`src/design/spbc_pkg.sv`:
```
package spbc_pkg;
  localparam int TIMER_BITS = 16;
  localparam logic [2:0] PH_START = 3'd0;
  localparam logic [2:0] PH_EXH = 3'd1;
  localparam logic [2:0] PH_MAND_TRIG = 3'd2;
  localparam logic [2:0] PH_SUPPORT = 3'd3;
  localparam logic [2:0] PH_MAND_CTRL = 3'd4;
  localparam logic [2:0] PH_APNEA_INSP = 3'd5;
  localparam logic [2:0] PH_APNEA_EXH = 3'd6;
  localparam logic [2:0] PH_OTHER = 3'd7;
  localparam logic [1:0] KIND_ASSIST = 2'd0;
  localparam logic [1:0] KIND_CTRL = 2'd1;
  localparam logic [1:0] KIND_SUPPORT = 2'd2;
  localparam logic [1:0] HIST_SUPPORT = 2'd0;
  localparam logic [1:0] HIST_TRIG = 2'd1;
  localparam logic [1:0] HIST_CTRL = 2'd2;
  localparam logic [1:0] START_NONE = 2'd0;
  localparam logic [1:0] START_PAT = 2'd1;
  localparam logic [1:0] START_MACH = 2'd2;
  localparam logic [1:0] END_TIMED = 2'd0;
  localparam logic [1:0] END_HP = 2'd1;
  localparam logic [1:0] END_FLOW = 2'd2;
  localparam logic [2:0] REG_CONTROL_RATE = 3'd0;
  localparam logic [2:0] REG_BACKUP_RATE = 3'd1;
  localparam logic [2:0] REG_INSP_TIME = 3'd2;
  localparam logic [2:0] REG_START_DELAY = 3'd3;
  localparam logic [2:0] REG_APNEA_EXIT = 3'd4;
  localparam logic [15:0] PERIOD_RESET = 16'd5000;

  // 60000 / rate for every 6-bit rate, highest rate first, zero rate as one
  localparam logic [63:0][15:0] PERIOD_TAB = {
    16'd952,   16'd967,   16'd983,   16'd1000,  16'd1016,  16'd1034,  16'd1052,  16'd1071,
    16'd1090,  16'd1111,  16'd1132,  16'd1153,  16'd1176,  16'd1200,  16'd1224,  16'd1250,
    16'd1276,  16'd1304,  16'd1333,  16'd1363,  16'd1395,  16'd1428,  16'd1463,  16'd1500,
    16'd1538,  16'd1578,  16'd1621,  16'd1666,  16'd1714,  16'd1764,  16'd1818,  16'd1875,
    16'd1935,  16'd2000,  16'd2068,  16'd2142,  16'd2222,  16'd2307,  16'd2400,  16'd2500,
    16'd2608,  16'd2727,  16'd2857,  16'd3000,  16'd3157,  16'd3333,  16'd3529,  16'd3750,
    16'd4000,  16'd4285,  16'd4615,  16'd5000,  16'd5454,  16'd6000,  16'd6666,  16'd7500,
    16'd8571,  16'd10000, 16'd12000, 16'd15000, 16'd20000, 16'd30000, 16'd60000, 16'd60000
  };

  typedef struct packed {
    logic       insp_trigger;
    logic       exp_trigger;
    logic       high_pressure;
    logic       apnea_alarm;
    logic [15:0] support_ti_min;
    logic [15:0] support_ti_max;
  } in_word_t;

  typedef struct packed {
    logic [1:0]  breath_start;
    logic [2:0]  phase_now;
    logic [1:0]  cycle_kind;
    logic        apnea_controlled;
    logic [15:0] ti_measured;
    logic [15:0] te_measured;
    logic        history_written;
    logic [1:0]  history_kind;
    logic        support_end_written;
    logic [1:0]  support_end_cause;
    logic        apnea_restart;
  } out_word_t;

  typedef struct packed {
    logic [15:0] normal_period;
    logic [15:0] backup_period;
    logic [15:0] insp_time_ms;
    logic [15:0] start_delay_ms;
    logic [1:0]  apnea_exit_triggers;
  } cfg_t;

  // look up 60000 / rate, zero rate as one
  function automatic logic [15:0] period_of(input logic [5:0] rate);
    return PERIOD_TAB[rate];
  endfunction
endpackage

```
`src/design/spbc_stream_if.sv`:
```
interface spbc_in_if;
  logic valid;
  logic ready;
  spbc_pkg::in_word_t data;
  modport source(output valid, output data, input ready);
  modport sink(input valid, input data, output ready);
endinterface

interface spbc_out_if;
  logic valid;
  logic ready;
  spbc_pkg::out_word_t data;
  modport source(output valid, output data, input ready);
  modport sink(input valid, input data, output ready);
endinterface

```
`src/design/spbc_cfg_regs.sv`:
```
module spbc_cfg_regs (
  input  logic              clk,
  input  logic              rst_n,
  input  logic              psel,
  input  logic              penable,
  input  logic              pwrite,
  input  logic [4:0]        paddr,
  input  logic [31:0]       pwdata,
  output logic [31:0]       prdata,
  output logic              pready,
  output spbc_pkg::cfg_t    cfg
);
  logic [5:0]  ctrl_rate_r;
  logic [5:0]  back_rate_r;
  logic [15:0] norm_per_r;
  logic [15:0] back_per_r;
  logic [15:0] insp_r;
  logic [15:0] delay_r;
  logic [1:0]  exit_r;
  logic        wr;
  logic [2:0]  idx;

  assign pready = 1'b1;
  assign wr = psel && penable && pwrite;
  assign idx = paddr[4:2];

  always_ff @(posedge clk) begin
    if (!rst_n) begin
      ctrl_rate_r <= 6'd12;
      back_rate_r <= 6'd12;
      norm_per_r <= spbc_pkg::PERIOD_RESET;
      back_per_r <= spbc_pkg::PERIOD_RESET;
      insp_r <= 16'd1000;
      delay_r <= 16'd2000;
      exit_r <= 2'd2;
    end else if (wr && paddr[1:0] == 2'b00) begin
      case (idx)
        spbc_pkg::REG_CONTROL_RATE: begin
          ctrl_rate_r <= pwdata[5:0];
          norm_per_r <= spbc_pkg::period_of(pwdata[5:0]);
        end
        spbc_pkg::REG_BACKUP_RATE: begin
          back_rate_r <= pwdata[5:0];
          back_per_r <= spbc_pkg::period_of(pwdata[5:0]);
        end
        spbc_pkg::REG_INSP_TIME: insp_r <= pwdata[15:0];
        spbc_pkg::REG_START_DELAY: delay_r <= pwdata[15:0];
        spbc_pkg::REG_APNEA_EXIT: exit_r <= pwdata[1:0];
        default: ;
      endcase
    end
  end

  always_comb begin
    case (idx)
      spbc_pkg::REG_CONTROL_RATE: prdata = {26'd0, ctrl_rate_r};
      spbc_pkg::REG_BACKUP_RATE: prdata = {26'd0, back_rate_r};
      spbc_pkg::REG_INSP_TIME: prdata = {16'd0, insp_r};
      spbc_pkg::REG_START_DELAY: prdata = {16'd0, delay_r};
      spbc_pkg::REG_APNEA_EXIT: prdata = {30'd0, exit_r};
      default: prdata = 32'd0;
    endcase
  end

  assign cfg.normal_period = norm_per_r;
  assign cfg.backup_period = back_per_r;
  assign cfg.insp_time_ms = insp_r;
  assign cfg.start_delay_ms = delay_r;
  assign cfg.apnea_exit_triggers = exit_r;
endmodule

```
`src/design/spbc_seq.sv`:
```
module spbc_seq #(
  parameter int RING_DEPTH = 6
) (
  input  logic                 clk,
  input  logic                 rst_n,
  input  logic                 step,
  input  spbc_pkg::in_word_t   din,
  input  spbc_pkg::cfg_t       cfg,
  output spbc_pkg::out_word_t  dout
);
  localparam int TIMER_BITS = spbc_pkg::TIMER_BITS;
  localparam int SW = $clog2(RING_DEPTH);
  localparam logic [TIMER_BITS-1:0] TMAX = {TIMER_BITS{1'b1}};
  localparam int DW = TIMER_BITS + 2;

  logic [2:0] phase_r, phase_nxt;
  logic first_r, first_nxt, sup_seen_r, sup_seen_nxt, delayed_r, delayed_nxt;
  logic canc_r, canc_nxt, te_done_r, te_done_nxt;
  logic [TIMER_BITS-1:0] ic_r, ic_nxt, ec_r, ec_nxt, pc_r, pc_nxt;
  logic [TIMER_BITS-1:0] mark_r, mark_nxt, lti_r, lti_nxt, lte_r, lte_nxt;
  logic [1:0] atc_r, atc_nxt, kind_r, kind_nxt;
  logic apn_r, apn_nxt;
  logic [SW-1:0] kslot_r, kslot_nxt, eslot_r, eslot_nxt;
  logic [1:0] kring_r [RING_DEPTH];
  logic [1:0] ering_r [RING_DEPTH];

  logic [TIMER_BITS-1:0] ic, ec, pc;
  logic [DW-1:0] dlim, dlim_new, pcw, npw;
  logic signed [DW:0] win;
  logic [TIMER_BITS-1:0] npt, bpt, itt, sdt;
  logic [1:0] start, hk, ec_c;
  logic hw, ew, rst_p;
  logic [1:0] atc_inc;

  function automatic logic [SW-1:0] slot_inc(input logic [SW-1:0] s);
    logic [SW-1:0] r;
    if ({{(32-SW){1'b0}}, s} >= 32'(RING_DEPTH - 1)) r = '0;
    else r = s + SW'(1);
    return r;
  endfunction

  always_comb begin
    npt = TIMER_BITS'(cfg.normal_period);
    bpt = TIMER_BITS'(cfg.backup_period);
    itt = TIMER_BITS'(cfg.insp_time_ms);
    sdt = TIMER_BITS'(cfg.start_delay_ms);
    if (TIMER_BITS > 16) begin
      npt = TIMER_BITS'({16'd0, cfg.normal_period});
      bpt = TIMER_BITS'({16'd0, cfg.backup_period});
      itt = TIMER_BITS'({16'd0, cfg.insp_time_ms});
      sdt = TIMER_BITS'({16'd0, cfg.start_delay_ms});
    end
  end

  always_comb begin
    ic = (ic_r == TMAX) ? TMAX : ic_r + 1'b1;
    ec = (ec_r == TMAX) ? TMAX : ec_r + 1'b1;
    pc = (pc_r == TMAX) ? TMAX : pc_r + 1'b1;
    dlim = DW'(mark_r) + {1'b0, lti_r, 1'b0};
    dlim_new = DW'(pc) + {1'b0, ic, 1'b0};
    pcw = DW'(pc);
    npw = DW'(npt);
    win = $signed({1'b0, npw}) - $signed({1'b0, DW'(itt)});
    atc_inc = (atc_r < cfg.apnea_exit_triggers) ? atc_r + 2'd1 : atc_r;

    phase_nxt = phase_r; first_nxt = first_r; sup_seen_nxt = sup_seen_r;
    delayed_nxt = delayed_r; canc_nxt = canc_r; te_done_nxt = te_done_r;
    ic_nxt = ic; ec_nxt = ec; pc_nxt = pc; mark_nxt = mark_r;
    lti_nxt = lti_r; lte_nxt = lte_r; atc_nxt = atc_r;
    kind_nxt = kind_r; apn_nxt = apn_r;
    start = spbc_pkg::START_NONE; hk = spbc_pkg::HIST_SUPPORT;
    ec_c = spbc_pkg::END_TIMED; hw = 1'b0; ew = 1'b0; rst_p = 1'b0;

    case (phase_r)
      spbc_pkg::PH_START: begin
        if (!first_r) begin
          first_nxt = 1'b1; ec_nxt = '0; te_done_nxt = 1'b0;
          kind_nxt = spbc_pkg::KIND_ASSIST; apn_nxt = 1'b0; rst_p = 1'b1;
        end else if (din.insp_trigger || ec >= sdt) begin
          ic_nxt = '0; pc_nxt = '0; canc_nxt = 1'b0; te_done_nxt = 1'b1;
          apn_nxt = 1'b0; rst_p = 1'b1;
          if (din.insp_trigger) begin
            start = spbc_pkg::START_PAT; kind_nxt = spbc_pkg::KIND_ASSIST;
            phase_nxt = spbc_pkg::PH_MAND_TRIG;
          end else begin
            start = spbc_pkg::START_MACH; kind_nxt = spbc_pkg::KIND_CTRL;
            phase_nxt = spbc_pkg::PH_MAND_CTRL;
          end
        end
      end
      spbc_pkg::PH_EXH, spbc_pkg::PH_APNEA_EXH: begin
        if (phase_r == spbc_pkg::PH_EXH) begin
          if (din.insp_trigger) begin
            if ($signed({1'b0, pcw}) < win) begin
              start = spbc_pkg::START_PAT; te_done_nxt = 1'b1;
              kind_nxt = spbc_pkg::KIND_SUPPORT; apn_nxt = 1'b0;
              phase_nxt = spbc_pkg::PH_SUPPORT; sup_seen_nxt = 1'b1;
            end else if (pc < npt || (pcw < dlim && delayed_r)) begin
              start = spbc_pkg::START_PAT; te_done_nxt = 1'b1;
              kind_nxt = spbc_pkg::KIND_ASSIST; apn_nxt = 1'b0;
              phase_nxt = spbc_pkg::PH_MAND_TRIG;
              canc_nxt = 1'b1; delayed_nxt = 1'b0; hw = 1'b1;
              hk = sup_seen_r ? spbc_pkg::HIST_SUPPORT : spbc_pkg::HIST_TRIG;
              sup_seen_nxt = 1'b0;
            end
          end else if (!canc_r && ((pc >= npt && !delayed_r) ||
                                   (pcw >= dlim && delayed_r))) begin
            start = spbc_pkg::START_MACH; te_done_nxt = 1'b1;
            kind_nxt = spbc_pkg::KIND_CTRL; apn_nxt = 1'b0;
            phase_nxt = spbc_pkg::PH_MAND_CTRL; pc_nxt = '0;
            delayed_nxt = 1'b0; hw = 1'b1;
            hk = sup_seen_r ? spbc_pkg::HIST_SUPPORT : spbc_pkg::HIST_CTRL;
            sup_seen_nxt = 1'b0;
          end else if (canc_r && pc >= npt) begin
            pc_nxt = '0; canc_nxt = 1'b0;
          end else if (din.apnea_alarm) begin
            start = spbc_pkg::START_MACH; te_done_nxt = 1'b1;
            kind_nxt = spbc_pkg::KIND_CTRL; apn_nxt = 1'b1;
            phase_nxt = spbc_pkg::PH_APNEA_INSP; pc_nxt = '0;
            canc_nxt = 1'b0; delayed_nxt = 1'b0;
          end
        end else begin
          if (din.insp_trigger) begin
            if (pc < bpt) begin
              start = spbc_pkg::START_PAT; te_done_nxt = 1'b1;
              kind_nxt = spbc_pkg::KIND_ASSIST; apn_nxt = 1'b0;
              if (atc_inc >= cfg.apnea_exit_triggers) begin
                phase_nxt = spbc_pkg::PH_MAND_TRIG; atc_nxt = 2'd0;
              end else begin
                phase_nxt = spbc_pkg::PH_APNEA_INSP; atc_nxt = atc_inc;
              end
              pc_nxt = '0; canc_nxt = 1'b0; hw = 1'b1; hk = spbc_pkg::HIST_TRIG;
            end
          end else if (pc >= bpt) begin
            start = spbc_pkg::START_MACH; te_done_nxt = 1'b1;
            kind_nxt = spbc_pkg::KIND_CTRL; apn_nxt = 1'b1;
            phase_nxt = spbc_pkg::PH_APNEA_INSP; pc_nxt = '0;
            canc_nxt = 1'b0; hw = 1'b1; hk = spbc_pkg::HIST_CTRL; atc_nxt = 2'd0;
          end
        end
        if (te_done_nxt) begin
          lte_nxt = ec; ic_nxt = '0; rst_p = 1'b1;
        end
      end
      spbc_pkg::PH_MAND_TRIG, spbc_pkg::PH_MAND_CTRL, spbc_pkg::PH_APNEA_INSP: begin
        if (phase_r == spbc_pkg::PH_MAND_TRIG && pc >= npt) begin
          pc_nxt = '0; canc_nxt = 1'b0;
        end
        if (ic >= itt || din.high_pressure) begin
          lti_nxt = ic; ec_nxt = '0; te_done_nxt = 1'b0; mark_nxt = pc_nxt;
          phase_nxt = (phase_r == spbc_pkg::PH_APNEA_INSP) ?
                      spbc_pkg::PH_APNEA_EXH : spbc_pkg::PH_EXH;
        end
      end
      spbc_pkg::PH_SUPPORT: begin
        if ((din.exp_trigger && ic >= TIMER_BITS'(din.support_ti_min)) ||
            ic >= TIMER_BITS'(din.support_ti_max) || din.high_pressure) begin
          lti_nxt = ic; ec_nxt = '0; te_done_nxt = 1'b0; mark_nxt = pc;
          phase_nxt = spbc_pkg::PH_EXH;
          if (dlim_new >= npw) delayed_nxt = 1'b1;
          ew = 1'b1;
          ec_c = (ic >= TIMER_BITS'(din.support_ti_max)) ? spbc_pkg::END_TIMED :
                 (din.high_pressure ? spbc_pkg::END_HP : spbc_pkg::END_FLOW);
        end
      end
      default: phase_nxt = spbc_pkg::PH_OTHER;
    endcase
  end

  always_ff @(posedge clk) begin
    if (!rst_n) begin
      phase_r <= spbc_pkg::PH_START; first_r <= 1'b0; sup_seen_r <= 1'b0;
      delayed_r <= 1'b0; canc_r <= 1'b0; te_done_r <= 1'b0;
      ic_r <= '0; ec_r <= '0; pc_r <= '0; mark_r <= '0; lti_r <= '0; lte_r <= '0;
      atc_r <= '0; kind_r <= spbc_pkg::KIND_ASSIST; apn_r <= 1'b0;
      kslot_r <= '0; eslot_r <= '0;
    end else if (step) begin
      phase_r <= phase_nxt; first_r <= first_nxt; sup_seen_r <= sup_seen_nxt;
      delayed_r <= delayed_nxt; canc_r <= canc_nxt; te_done_r <= te_done_nxt;
      ic_r <= ic_nxt; ec_r <= ec_nxt; pc_r <= pc_nxt; mark_r <= mark_nxt;
      lti_r <= lti_nxt; lte_r <= lte_nxt; atc_r <= atc_nxt;
      kind_r <= kind_nxt; apn_r <= apn_nxt;
      if (hw) kslot_r <= kslot_nxt;
      if (ew) eslot_r <= eslot_nxt;
    end
  end

  assign kslot_nxt = slot_inc(kslot_r);
  assign eslot_nxt = slot_inc(eslot_r);

  always_ff @(posedge clk) begin
    if (step && hw) kring_r[kslot_r] <= hk;
    if (step && ew) ering_r[eslot_r] <= ec_c;
  end

  always_comb begin
    dout.breath_start = start;
    dout.phase_now = phase_nxt;
    dout.cycle_kind = kind_nxt;
    dout.apnea_controlled = apn_nxt;
    dout.ti_measured = (TIMER_BITS > 16 && (lti_nxt > TIMER_BITS'(16'hFFFF))) ?
                       16'hFFFF : 16'(lti_nxt);
    dout.te_measured = (TIMER_BITS > 16 && (lte_nxt > TIMER_BITS'(16'hFFFF))) ?
                       16'hFFFF : 16'(lte_nxt);
    dout.history_written = hw;
    dout.history_kind = hw ? hk : 2'd0;
    dout.support_end_written = ew;
    dout.support_end_cause = ew ? ec_c : 2'd0;
    dout.apnea_restart = rst_p;
  end

  logic unused_rings;
  assign unused_rings = ^{kring_r[0], ering_r[0], dlim[0]};
endmodule

```
`src/design/spbc_out_reg.sv`:
```
module spbc_out_reg (
  input  logic                clk,
  input  logic                rst_n,
  input  logic                load,
  input  spbc_pkg::out_word_t din,
  output logic                full,
  spbc_out_if.source          out_ch
);
  logic valid_r;
  spbc_pkg::out_word_t data_r;

  assign full = valid_r && !out_ch.ready;
  assign out_ch.valid = valid_r;
  assign out_ch.data = data_r;

  always_ff @(posedge clk) begin
    if (!rst_n) valid_r <= 1'b0;
    else if (load) valid_r <= 1'b1;
    else if (out_ch.ready) valid_r <= 1'b0;
  end

  always_ff @(posedge clk) begin
    if (load) data_r <= din;
  end
endmodule

```
`src/design/simv_pressure_breath_cycler.sv`:
```
// Result: each accepted word's result is registered in the result register
// as it is accepted. Throughput: one word per cycle; input stalls only while
// the result register holds a word the sink has not taken.
// Reset: synchronous active-low rst_n clears sequencer state to start-up,
// loads the register defaults and empties the result register.
module simv_pressure_breath_cycler #(
  parameter int RING_DEPTH = 6
) (
  input  logic         clk,
  input  logic         rst_n,
  spbc_in_if.sink      in_ch,
  spbc_out_if.source   out_ch,
  input  logic         cfg_psel,
  input  logic         cfg_penable,
  input  logic         cfg_pwrite,
  input  logic [4:0]   cfg_paddr,
  input  logic [31:0]  cfg_pwdata,
  output logic [31:0]  cfg_prdata,
  output logic         cfg_pready
);
  spbc_pkg::cfg_t cfg;
  spbc_pkg::out_word_t res;
  logic full, step;

  assign in_ch.ready = !full;
  assign step = in_ch.valid && !full;

  spbc_cfg_regs u_cfg (
    .clk(clk), .rst_n(rst_n), .psel(cfg_psel), .penable(cfg_penable),
    .pwrite(cfg_pwrite), .paddr(cfg_paddr), .pwdata(cfg_pwdata),
    .prdata(cfg_prdata), .pready(cfg_pready), .cfg(cfg)
  );

  spbc_seq #(.RING_DEPTH(RING_DEPTH)) u_seq (
    .clk(clk), .rst_n(rst_n), .step(step), .din(in_ch.data), .cfg(cfg), .dout(res)
  );

  spbc_out_reg u_out (
    .clk(clk), .rst_n(rst_n), .load(step), .din(res), .full(full), .out_ch(out_ch)
  );
endmodule

```
`src/flat_wrapper.sv`:
```
// flat-port wrapper written by rule: the top's interface ports become plain ports
module simv_pressure_breath_cycler_flat 
#(
  parameter int RING_DEPTH = 6
)
  (clk, rst_n, cfg_psel, cfg_penable, cfg_pwrite, cfg_paddr, cfg_pwdata, cfg_prdata, cfg_pready, in_ch_valid, in_ch_data, in_ch_ready, out_ch_valid, out_ch_data, out_ch_ready);
  spbc_in_if in_ch_i ();
  spbc_out_if out_ch_i ();
  input  logic clk;
  input  logic rst_n;
  input  logic cfg_psel;
  input  logic cfg_penable;
  input  logic cfg_pwrite;
  input  logic [4:0] cfg_paddr;
  input  logic [31:0] cfg_pwdata;
  output logic [31:0] cfg_prdata;
  output logic cfg_pready;
  input wire logic [$bits(in_ch_i.valid)-1:0] in_ch_valid;
  input wire logic [$bits(in_ch_i.data)-1:0] in_ch_data;
  output wire logic [$bits(in_ch_i.ready)-1:0] in_ch_ready;
  output wire logic [$bits(out_ch_i.valid)-1:0] out_ch_valid;
  output wire logic [$bits(out_ch_i.data)-1:0] out_ch_data;
  input wire logic [$bits(out_ch_i.ready)-1:0] out_ch_ready;
  assign in_ch_i.valid = in_ch_valid;
  assign in_ch_i.data = in_ch_data;
  assign in_ch_ready = in_ch_i.ready;
  assign out_ch_valid = out_ch_i.valid;
  assign out_ch_data = out_ch_i.data;
  assign out_ch_i.ready = out_ch_ready;
  simv_pressure_breath_cycler #(.RING_DEPTH(RING_DEPTH)) u_core (.clk(clk), .rst_n(rst_n), .in_ch(in_ch_i), .out_ch(out_ch_i), .cfg_psel(cfg_psel), .cfg_penable(cfg_penable), .cfg_pwrite(cfg_pwrite), .cfg_paddr(cfg_paddr), .cfg_pwdata(cfg_pwdata), .cfg_prdata(cfg_prdata), .cfg_pready(cfg_pready));
endmodule
```
`config.mk`:
```
export PLATFORM = sky130hd
export DESIGN_NAME = simv_pressure_breath_cycler_flat
export DESIGN_NICKNAME = d
export VERILOG_FILES = /design/src/design/spbc_pkg.sv /design/src/design/spbc_stream_if.sv /design/src/design/spbc_cfg_regs.sv /design/src/design/spbc_seq.sv /design/src/design/spbc_out_reg.sv /design/src/design/simv_pressure_breath_cycler.sv /design/src/flat_wrapper.sv
export SDC_FILE = /design/constraint.sdc
export NUM_CORES = 1
export LEC_CHECK = 0
export ABC_AREA = 1
export BUFFER_PORTS_ARGS = -buffer_cell sky130_fd_sc_hd__buf_2
export CORE_MARGIN = 1
export CORE_UTILIZATION = 61
export DETAILED_ROUTE_END_ITERATION = 10
export PLACE_DENSITY = 0.8
export SETUP_SLACK_MARGIN = 0.4
export SYNTH_ARGS = -nofsm -noshare
export SYNTH_HDL_FRONTEND = slang
export SYNTH_SLANG_ARGS = --single-unit
```
`constraint.sdc`:
```
create_clock -name clk -period 5.66 [get_ports clk]
set_input_delay 0.566 -clock clk [delete_from_list [all_inputs] [get_ports clk]]
set_output_delay 0.566 -clock clk [all_outputs]
set_load 0.01 [all_outputs]
```
==> summary.md <==
| Metric | Value |
|---|---|
| CP Launch Type | `flip-flop` |
| Hold buffers post-CTS | `0` |
| Number of synthesized register bits | `roughly 240` |
| Core ar. | `around 29000 um^2` |
| HPWL Detailed | `roughly 38 mm` |
| Min setup slack post-route | `between 0.6 and 0.7 ns` |
| Worst Tran Pin Value | `between 0.9 and 1 ns` |
| Setup Skew | `between 0.01 and 0.015 ns` |
| GR Util All Layers | `approximately a third` |
| Seq/Total Area, Yosys | `between 20% and 30%` |
| CTS tree | `yes` |
| Cell row count | `just over 60` |
| Share of cells above drive strength 1 | `a little over a tenth` |
| RSZ-0062 raised after global routing | `false` |
| Setup crit end kind | `flip-flop` |
| Initial core utilization | `between 60% and 70%` |
| Num Clock Sinks | `about 240` |
| Max frequency | `approximately 200 MHz` |
| Final worst-path cycle share | `between 80% and 90%` |
| CP Data Arrival Time | `5.46 ns` |
| Pin count of the biggest net entering global routing | `82` |
| Yosys warns | `0` |
| Mean post-synth cell area | `between 6 and 7 um^2` |
| Slew Limit Fails | `0` |
| Gpl congestion | `0.975` |
| R2r setup slk | `about 0.64 ns` |
| Vias in the first global route | `around 16000` |
| Worst-path clk slew | `~0.060 ns` |
| Number of vias per cell | `just under 6` |
| Grt ovf | `0` |
| Synth Instances | `approximately 2500` |
| Synth-to-Final Area Change | `10.2%` |
| FILL cells | `between 2000 and 3000` |
| DRC | `0` |
| Die height | `173 um` |
| First-pass GRT wire length | `~82 mm` |
| Cell Pwr Density | `approximately 220 nW/um^2` |
| CP most frequent cell | `nand2_1` |
| Crit Path Max Fanout | `7` |
| Hold/Removal Path Class | `in -> reg` |
| I/O pins | `between 150 and 200` |
| Slowest stage delay, CP | `0.38 ns` |
| Crit path required time | `about 6.1 ns` |
| Initial antenna violation count | `0` |
| CP max stage cell | `dfxtp_1` |
| Yosys cell types | `63` |
| Post-route ant nets | `0` |
| Pwr Total | `approximately 4.3 mW` |
| # port buffers | `128` |
| Drt initial violations | `1674` |
| Antenna fix cells | `0` |
| Root Driver | `clkbuf_16` |
| Number of buffers created by CTS | `26` |
| Die area | `29800 um^2` |
| Fin crit period | `roughly 5 ns` |
| Status | `completed` |
| Post-Syn Area | `17800 um^2` |
| Critical path type | `reg -> reg` |
| Number of flops mapped to enable cells by yosys | `between 40 and 50` |
| Final setup TNS | `0 ns` |
| H-tree depth | `1` |
| Synth async-reset ratio | `0%` |
| Clk buf depth | `3` |
| Fin. Hold Viols | `0` |
| Worst slew margin | `about two fifths` |
| Worst skew pair latency | `0.55 ns` |
| DR WL/cell | `16.8 um` |
| Peak VDD IR | `approximately 0.17 mV` |
| Total Wirelength | `approximately 50 mm` |
| Leakage | `roughly 9.9 nW` |
| Vias | `between 15000 and 20000` |
| Place WS | `0.173 ns` |
| Chip Width | `roughly 170 um` |
| Nets | `a little under 3000` |
| Pre-antenna DRT Iters | `8` |
| Primary FF master, synth | `dfxtp_1` |
| Total of max-cap violations | `0` |
| Final setup fails | `0` |
==> cells in the mapped netlist (4+ instances only) <==
cell	instances	share of area (%)
a211oi_1	4	0.17
a21o_1	6	0.25
a21oi_1	279	7.9
a31oi_1	12	0.42
buf_1	4	0.084
buf_2	7	0.20
buf_4	19	0.80
clkbuf_1	68	1.4
clkinv_1	7	0.15
dfxtp_1	188	21
edfxtp_1	47	7.9
ha_1	201	14
inv_1	364	7.7
inv_2	21	0.44
nand2_1	493	10
nand2_2	7	0.25
nand2_4	9	0.57
nand3_1	152	4.3
nand3_2	22	1.2
nand3b_1	6	0.25
nand4_1	23	0.81
nor2_1	207	4.4
nor2_2	4	0.14
nor2_4	4	0.25
nor3_1	27	0.76
nor3_2	9	0.51
o2111ai_1	4	0.20
o211ai_1	36	1.5
o21a_1	4	0.17
o21ai_0	171	4.8
o21ai_1	9	0.25
o21bai_1	5	0.21
o221ai_1	4	0.20
o22ai_1	16	0.56
o31ai_1	8	0.34
xnor2_1	17	0.84
xor2_1	40	2.0
==> area by class of cell <==
cell class	count	area, um^2	share of cell area [%]
well taps	384	480	2.45
multi-input cells	1834	10800	54.9
inverters	392	1480	7.53
flip-flops and latches	235	5170	26.4
clock buffers	35	724	3.70
repair buffers	151	813	4.15
clock inverters	13	163	0.830
==> power breakdown <==
group	switching, mW	total (mW)	internal (mW)	leakage [nW]
clock	0.718	1.76	1.04	0.427
combinational	0.474	0.683	0.209	7.46
sequential	0.0347	1.81	1.78	2.00
==> routing by layer <==
layer	share of wire [%]	wire (um)	vias to the layer above	global-route usage (%)
li1	-	-	8643	-
met1	43	21800	8181	44.5
met2	45	23300	736	54.7
met3	7.2	3680	127	3.80
met4	4.7	2410	0	15.3
met5	0	0	-	0
==> registers in the layout (all words and copies together) (netlist names), 2 cells and up <==
| signal | count |
|---|---|
| u_core.u_seq.ec_r | 16 |
| u_core.u_seq.ic_r | 16 |
| u_core.u_cfg.delay_r | 16 |
| u_core.u_cfg.norm_per_r | 16 |
| u_core.u_cfg.insp_r | 16 |
| u_core.u_cfg.back_rate_r | 6 |
| u_core.u_seq.lti_r | 16 |
| u_core.u_seq.atc_r | 2 |
| u_core.u_seq.pc_r | 16 |
| u_core.u_cfg.ctrl_rate_r | 6 |
| u_core.u_out.out_ch.data | 47 |
| u_core.u_seq.kind_r | 2 |
| u_core.u_cfg.back_per_r | 16 |
| u_core.u_seq.phase_r | 3 |
| u_core.u_seq.lte_r | 16 |
| u_core.u_seq.mark_r | 16 |
| u_core.u_cfg.exit_r | 2 |
==> cells by family (layout without fill, tap and decap cells) <==
group | after synthesis | after routing | synth area share (%)
AND/OR/NAND/NOR | 976 | 976 | 24.6
flip-flops | 235 | 235 | 29.1
adder cells (fa/ha/maj) | 204 | 204 | 14.5
other | 2 | 17 | 0.0422
AO/OA/AOI/OAI | 580 | 580 | 18.1
XOR/XNOR | 57 | 57 | 2.81
buffers and inverters | 492 | 591 | 11.0
==> stage by stage <==
stage	cell area, um^2	hold slack, ns	std cells	util, %
after floorplan	17800	0.433	2561	-
after global placement	18600	0.450	2992	64.9
after detailed placement	18600	0.457	2992	64.9
after CTS	19500	0.246	3040	68.1
after global routing	19600	0.260	3044	68.3
final	19600	0.261	3044	68.3
==> worst max-delay path: cells and delay by family, from the launching register on <==
family	cells	cell delay, ns
AOI/OAI and AO/OA	9	1.34
xor gates and xnor gates	1	0.16
adders and majority gates	3	0.81
buffers and inverters	3	0.37
DFF	1	0.38
and+or+nand+nor	16	1.88
==> repair_timing <==
action	CTS	global route
setup buffers	0	4
pin swaps	0	5
setup endpoints to repair	1	10
gates cloned	0	0
resized for setup	5	9
==> layout by cell type, fill, tap and decap left out, drive strengths merged, types with 4 or more instances in the layout <==
cell type	count
dfxtp	188
nand2	510
nand3b	6
conb	17
a31oi	12
buf	151
nor2	215
nand3	176
o221ai	4
inv	386
o22ai	16
nand4	23
a21o	6
clkbuf	35
ha	201
o21a	4
xnor2	17
xor2	40
o21bai	5
or2	4
edfxtp	47
o31ai	8
o2111ai	4
a21oi	282
o211ai	37
o21ai	180
a211oi	4
nor3	37
clkinv	13
==> final timing paths <==
kind / start / depth (start not counted) / endpoint
worst min-delay path: cfg_pwdata[6] / 3 / u_core.u_cfg.delay_r[6]
worst min register to register: u_core.u_cfg.back_per_r[13] / 2 / u_core.u_cfg.back_per_r[13]
worst max-delay path: u_core.u_seq.ic_r[0] / 32 / u_core.u_seq.delayed_r
worst max register to register: u_core.u_seq.ic_r[0] / 32 / u_core.u_seq.delayed_r
No activity file was read; power rests on OpenSTA's default activity.
